==> config.mk <==
export PLATFORM = sky130hd
export DESIGN_NAME = prcc_dev_table
export DESIGN_NICKNAME = d
export VERILOG_FILES = /design/src/prcc_pkg.sv /design/src/prcc_dev_table.sv
export SDC_FILE = /design/constraint.sdc
export NUM_CORES = 1
export LEC_CHECK = 0
export BUFFER_PORTS_ARGS = -buffer_cell sky130_fd_sc_hd__clkbuf_2
export CAP_MARGIN = 5
export CORE_MARGIN = 4
export CORE_UTILIZATION = 45
export DETAILED_ROUTE_END_ITERATION = 8
export SETUP_SLACK_MARGIN = 0.5
export SYNTH_ARGS = -nofsm -noshare
export SYNTH_HDL_FRONTEND = slang
export SYNTH_SLANG_ARGS = --single-unit
==> constraint.sdc <==
create_clock -name clk -period 3.39 [get_ports clk]
set_input_delay 0.339 -clock clk [delete_from_list [all_inputs] [get_ports clk]]
set_output_delay 0.339 -clock clk [all_outputs]
set_load 0.01 [all_outputs]
==> src/prcc_pkg.sv <==
// ----------------------------------------------------------------------------
// prcc_pkg: shared types and constants of the poll response CRC checker
// Request and result payloads, register indexes, sequencer states and the
// command and response groups that pass between the checker's modules.
// ----------------------------------------------------------------------------
`default_nettype none

package prcc_pkg;

	// one request: a response byte or a failed reread notice
	typedef struct packed {
		logic        req_type;
		logic [15:0] dev_address;
		logic [7:0]  data_byte;
		logic        last_byte;
	} resp_in_t;

	typedef enum logic [2:0] {
		V_UNCHECKED  = 3'd0,
		V_CRC_OK     = 3'd1,
		V_REREAD_OK  = 3'd2,
		V_REREAD_REQ = 3'd3,
		V_TOO_SHORT  = 3'd4,
		V_DROPPED    = 3'd5
	} verdict_t;

	typedef struct packed {
		verdict_t    verdict;
		logic [10:0] payload_len;
		logic        send_recovery;
		logic [31:0] checked_count;
		logic [31:0] failed_count;
		logic [31:0] recovered_count;
		logic [31:0] dropped_count;
		logic [31:0] recovery_count;
	} resp_out_t;

	// configuration register indexes
	localparam logic [1:0] REG_CRC_ENABLE    = 2'd0;
	localparam logic [1:0] REG_TRAILER_LEN   = 2'd1;
	localparam logic [1:0] REG_MAX_RETRIES   = 2'd2;
	localparam logic [1:0] REG_RECOVER_AFTER = 2'd3;

	typedef enum logic [1:0] {
		CRC_HOLD,
		CRC_INIT,
		CRC_FEED
	} crc_cmd_t;

	typedef enum logic {
		TOP_CLEAR,
		TOP_DROP
	} tbl_op_t;

	typedef struct packed {
		logic        start;
		tbl_op_t     op;
		logic [15:0] addr;
		logic [7:0]  recover_after;
	} tbl_req_t;

	typedef struct packed {
		logic done;
		logic recover;
	} tbl_rsp_t;

	typedef enum logic [2:0] {
		ST_IDLE,
		ST_BYTE,
		ST_DECIDE,
		ST_FIN,
		ST_CMP,
		ST_DROP,
		ST_TBL,
		ST_EMIT
	} state_t;

	typedef enum logic [1:0] {
		T_IDLE,
		T_READ,
		T_CHECK,
		T_WRITE
	} tbl_state_t;

	typedef enum logic [1:0] {
		FK_FEED,
		FK_HI,
		FK_LO
	} fin_kind_t;

endpackage

`default_nettype wire

==> src/prcc_dev_table.sv <==
// ----------------------------------------------------------------------------
// prcc_dev_table: per-device drop counter table
// Walks the entries one at a time to find or allocate the device's slot,
// then clears or bumps its consecutive drop count; a drop that reaches the threshold clears it and asks for recovery.
// ----------------------------------------------------------------------------
`default_nettype none

module prcc_dev_table #(
	parameter int TABLE_ENTRIES = 8
) (
	input  wire logic              clk,
	input  wire logic              arst_n,
	input  wire prcc_pkg::tbl_req_t req,
	output prcc_pkg::tbl_rsp_t     rsp
);

	localparam int IDX_W = (TABLE_ENTRIES > 1) ? $clog2(TABLE_ENTRIES) : 1;

	typedef struct packed {
		logic [15:0] addr;
		logic [7:0]  drops;
	} entry_t;

	entry_t mem [TABLE_ENTRIES];
	entry_t rd_q;

	prcc_pkg::tbl_state_t state_q, state_d;
	logic [TABLE_ENTRIES-1:0] used_q;
	logic [IDX_W-1:0]         idx_q, slot_q, free_idx_q, free_slot;
	logic                     free_found_q;
	prcc_pkg::tbl_op_t        op_q;
	logic [15:0]              addr_q;
	logic [7:0]               thr_q, old_q, inc, new_drops;
	logic                     last, hit, free_here, have_free, trig, mem_we;

	assign last      = (idx_q == IDX_W'(TABLE_ENTRIES - 1));
	assign hit       = used_q[idx_q] && (rd_q.addr == addr_q);
	assign free_here = !used_q[idx_q];
	assign have_free = free_found_q || free_here;
	assign free_slot = free_found_q ? free_idx_q : idx_q;
	assign inc       = old_q + 8'd1;
	assign trig      = (op_q == prcc_pkg::TOP_DROP) && (inc >= thr_q);
	assign new_drops = ((op_q == prcc_pkg::TOP_DROP) && !trig) ? inc : 8'd0;

	always_ff @(posedge clk or negedge arst_n) begin
		if (!arst_n) begin
			state_q <= prcc_pkg::T_IDLE;
		end else begin
			state_q <= state_d;
		end
	end

	always_comb begin
		state_d     = state_q;
		rsp.done    = 1'b0;
		rsp.recover = 1'b0;
		mem_we      = 1'b0;
		unique case (state_q)
			prcc_pkg::T_IDLE: begin
				if (req.start) state_d = prcc_pkg::T_READ;
			end
			prcc_pkg::T_READ: begin
				state_d = prcc_pkg::T_CHECK;
			end
			prcc_pkg::T_CHECK: begin
				if (hit) begin
					state_d = prcc_pkg::T_WRITE;
				end else if (last) begin
					if (have_free) begin
						state_d = prcc_pkg::T_WRITE;
					end else begin
						// table full: no entry for this device
						rsp.done = 1'b1;
						state_d  = prcc_pkg::T_IDLE;
					end
				end else begin
					state_d = prcc_pkg::T_READ;
				end
			end
			prcc_pkg::T_WRITE: begin
				rsp.done    = 1'b1;
				rsp.recover = trig;
				mem_we      = 1'b1;
				state_d     = prcc_pkg::T_IDLE;
			end
			default: state_d = prcc_pkg::T_IDLE;
		endcase
	end

	// search control
	always_ff @(posedge clk or negedge arst_n) begin
		if (!arst_n) begin
			used_q       <= '0;
			idx_q        <= '0;
			free_found_q <= 1'b0;
		end else begin
			if (state_q == prcc_pkg::T_IDLE && req.start) begin
				idx_q        <= '0;
				free_found_q <= 1'b0;
			end
			if (state_q == prcc_pkg::T_CHECK && !hit) begin
				if (free_here) free_found_q <= 1'b1;
				if (!last) idx_q <= idx_q + 1'b1;
			end
			if (mem_we) used_q[slot_q] <= 1'b1;
		end
	end

	// request and slot payload
	always_ff @(posedge clk) begin
		if (state_q == prcc_pkg::T_IDLE && req.start) begin
			op_q   <= req.op;
			addr_q <= req.addr;
			thr_q  <= req.recover_after;
		end
		if (state_q == prcc_pkg::T_CHECK) begin
			if (hit) begin
				slot_q <= idx_q;
				old_q  <= rd_q.drops;
			end else begin
				if (free_here && !free_found_q) free_idx_q <= idx_q;
				if (last) begin
					slot_q <= free_slot;
					old_q  <= 8'd0;
				end
			end
		end
	end

	// entry memory, registered read
	always_ff @(posedge clk) begin
		rd_q <= mem[idx_q];
		if (mem_we) mem[slot_q] <= '{addr: addr_q, drops: new_drops};
	end

endmodule

`default_nettype wire

==> results by group <==
GRT
  – Tot GR Track Use: 15.6%
  – Met3 usage: 2.72%
  – GRT met2 Usage: 25.8%
  – Congestion Overflow GR: 0
  – GR Util met1: 21.6%
  – Global-route wire length before repair: 29.6 mm
  – GR peak layer: met2
  – Initial antenna violation count: 1
  – Largest net degree at the start of global routing: 41
  – Vias in the first global route: 5182

Yosys
  – Async SR Flop Fraction: 5.20%
  – Post-Syn Area: 0.0102 mm2
  – Seq/Total Area, Yosys: 76.1%
  – Post-synth top flop: edfxtp_1
  – Number of flops mapped to enable cells by yosys: 231
  – Ys Warns: 0
  – Net Count, Synth: 539
  – Post-Syn Instances: 500
  – Post-synthesis cell type count: 36
  – Mean area per synthesized cell: 20.4 um2
  – Synthesis-stage register bit count: 269

Clock tree
  – CTS clk-pin slew, worst paths: 0.06 ns
  – Clk_lat worst skew: 0.54 ns
  – CTS buffer count: 29
  – CTS sink count: 269
  – H-tree depth: 1
  – Clock tree from TritonCTS: done
  – Root Driver: clkbuf_16
  – CTS max path bufs: 3

Die
  – Starting Density: 46.2%
  – Die height: 159 um
  – FP Rows: 54
  – Die area: 0.0251 mm2
  – I/O pin cnt: 30
  – Core Area: 0.0221 mm2
  – DIE WIDTH: 159 um

Setup path
  – Setup crit end kind: output port
  – Worst Path Max Fanout: 3
  – Crit path arrival time: 2.59 ns
  – Worst setup path class: flip-flop to output port
  – Setup crit start kind: flip-flop
  – CP required: 3.05 ns

Placement
  – Input/output buffers: 29
  – Placed cells: 809
  – Dpl hpwl: 10.3 mm
  – Gp weighted congestion: 0.723

Final layout
  – Fill count: 1677
  – Number of nets in the layout: 657
  – Area grow syn2layout: 21.2%
  – Share of cells above drive strength 1: 38.0%
  – Non-filler cells in the finished layout: 920

STA
  – Worst-Margin Slew: 0.626 ns
  – Tcrit/Tclk final: 86.4%
  – Worst Skew: 0.0179 ns
  – Fin Hold WS: 0.199 ns
  – Final slew viol count: 0
  – RSZ-0062 raised after global routing: true
  – Hold Violations, Final: 0
  – Period minus WS final: 2.93 ns
  – Slew HR: 58.2%
  – F_max: 341 MHz
  – Final TNS setup: 0 ns
  – Finish-stage setup viols: 0

Job
  – Max_cap viols: 0

Routing
  – Routed len/inst: 20.9 um
  – 1st-iter DRT viols: 239
  – Via/cell ratio: 5.34
  – DRT Pass-1 Iters: 4
  – DRT Wirelength: 19.3 mm
  – Vias: 4911
  – # DRC: 0
  – ANT nets after route: 0

Power
  – Peak supply drop: 0.444 mV
  – Switching share of total power: 25.2%
  – Final Power: 9.11 mW
  – NetSw: 2.29 mW
  – Cell-internal power: 6.82 mW
  – Clk pwr share: 33.3%
  – Flop pwr share: 47.2%
  – Pwr dens: 737 mW/mm2
  – Leakage power: 4.33 nW
  – Combinational share of power: 19.5%

Hold path
  – Worst min path class: input pin to flip-flop

Status
  – Status: complete, no violations
==> path summary, 6_finish.rpt <==
| check | startpoint | end | slack [ns] | depth (start not counted) |
|---|---|---|---|---|
| worst max-delay path | old_q[0]$_SDFFCE_PN0P_ | rsp[0] | 0.46 | 11 |
| min in group asynchronous | arst_n | used_q[0]$_DFFE_PN0P_ | 0.26 | 2 |
| max in group asynchronous | arst_n | idx_q[0]$_DFF_PN0_ | 2.83 | 2 |
| worst min-delay path | req[25] | state_q[0]$_DFFE_PN0P_ | 0.20 | 3 |
| worst max register to register | old_q[0]$_SDFFCE_PN0P_ | mem[6][3]$_DFFE_PP_ | 0.54 | 9 |
| worst min register to register | used_q[7]$_DFFE_PN0P_ | used_q[7]$_DFFE_PN0P_ | 0.46 | 1 |
==> registers in the layout, indices dropped and copies added, names as in the netlist <==
register and count:
state_q 2, op_q 1, old_q 8, thr_q 8, rd_q 24, mem 192, addr_q 16, slot_q 3
idx_q 3, free_idx_q 3, free_found_q 1, used_q 8
==> cells in the final DEF (no fill, tap or decap), drive strengths merged, types with 2 or more instances in the layout <==
cell and count:
nor4 4, nand3 5, nor2 12, o21ai 3, clkbuf 70, bufinv 2
nor2b 2, buf 51, mux2i 4, mux4 50, dlygate4sd3 26, dfrtp 14
a21oi 4, o21a 2, nand2b 3, xor2 19, nand2 15, xnor2 3
nor3 3, ha 11, clkinv 6, or2 8, edfxtp 231, dfxtp 24
nor3b 7, inv 14, mux2 27, and3 12
==> critical path, cell delays in order, from the launching register on <==
cell	delay (ns)
edfxtp_1	0.38
and3_4	0.21
nand3_4	0.09
nor2_2	0.10
xor2_1	0.21
ha_1	0.27
and3_4	0.19
nand2_2	0.06
o21ai_2	0.06
buf_4	0.13
o31a_1	0.23
buf_2	0.14
==> final cells by class <==
cell class                 count  area (um2)  share of cell area, %
clock buffer                  42         825                   6.67
clock inverter                10         103                  0.830
inverter                      12        45.0                  0.364
sequential                   269        7770                   62.9
tap                          280         350                   2.83
multi-input combinational    201        2480                   20.1
antenna                        1        2.50                 0.0202
timing repair buffer         105         781                   6.32
==> synth_stat cells (all sizes together) (7+ instances only) <==
| master | instances | area share, % |
|---|---|---|
| xor2 | 19 | 1.6 |
| edfxtp | 231 | 68 |
| dfxtp | 24 | 4.7 |
| mux4 | 50 | 11 |
| buf | 7 | 0.40 |
| nand2 | 15 | 0.55 |
| mux2 | 27 | 3.0 |
| dfrtp | 14 | 3.4 |
| clkbuf | 11 | 0.40 |
| or2 | 8 | 0.49 |
| nor2 | 12 | 0.44 |
| and3 | 12 | 0.74 |
| inv | 12 | 0.44 |
| ha | 11 | 1.3 |
| nor3b | 7 | 0.52 |
==> routing by layer <==
| layer | share of wire (%) | vias up |
|---|---|---|
| met5 | 0 | - |
| met3 | 4.3 | 38 |
| met2 | 49 | 106 |
| li1 | - | 2226 |
| met1 | 44 | 2541 |
| met4 | 2.6 | 0 |
==> repair_timing <==
action / CTS / global route
buffers inserted: 13 / 19
gates resized for setup: 20 / 10
hold buffers: 26 / 0
pin swaps: 10 / 12
hold endpoints to repair: 39 / 0
endpoints found under the setup margin: 50 / 50
==> through the flow <==
stage / util (%) / setup slack, ns / area, um2
final: 56.0 / 0.460 / 12400
after global routing: 56.0 / 0.318 / 12400
after CTS: 55.1 / 0.442 / 12200
after detailed placement: 48.8 / 0.191 / 10800
after global placement: 48.8 / 0.379 / 10800
after floorplan: - / 0.640 / 10200
==> cells by family after synthesis <==
group           count (synthesis)  synth area share, %
fa+ha+maj                      11                 1.35
xor+xnor                       22                 1.89
compound gates                 12                0.858
buf+inv                        30                 1.25
mux                            81                 14.5
simple gates                   75                 3.99
flops                         269                 76.1
==> power by group through the flow <==
stage	logic, mW	clock network [mW]	registers [mW]
2_1_floorplan	1.31	0	4.28
3_3_place_gp	1.58	0	4.41
3_5_place_dp	1.60	0	4.44
4_1_cts	1.74	3.09	4.32
5_1_grt	1.93	3.25	4.35
6_report	1.78	3.03	4.31
No activity file was read; power rests on OpenSTA's default activity.
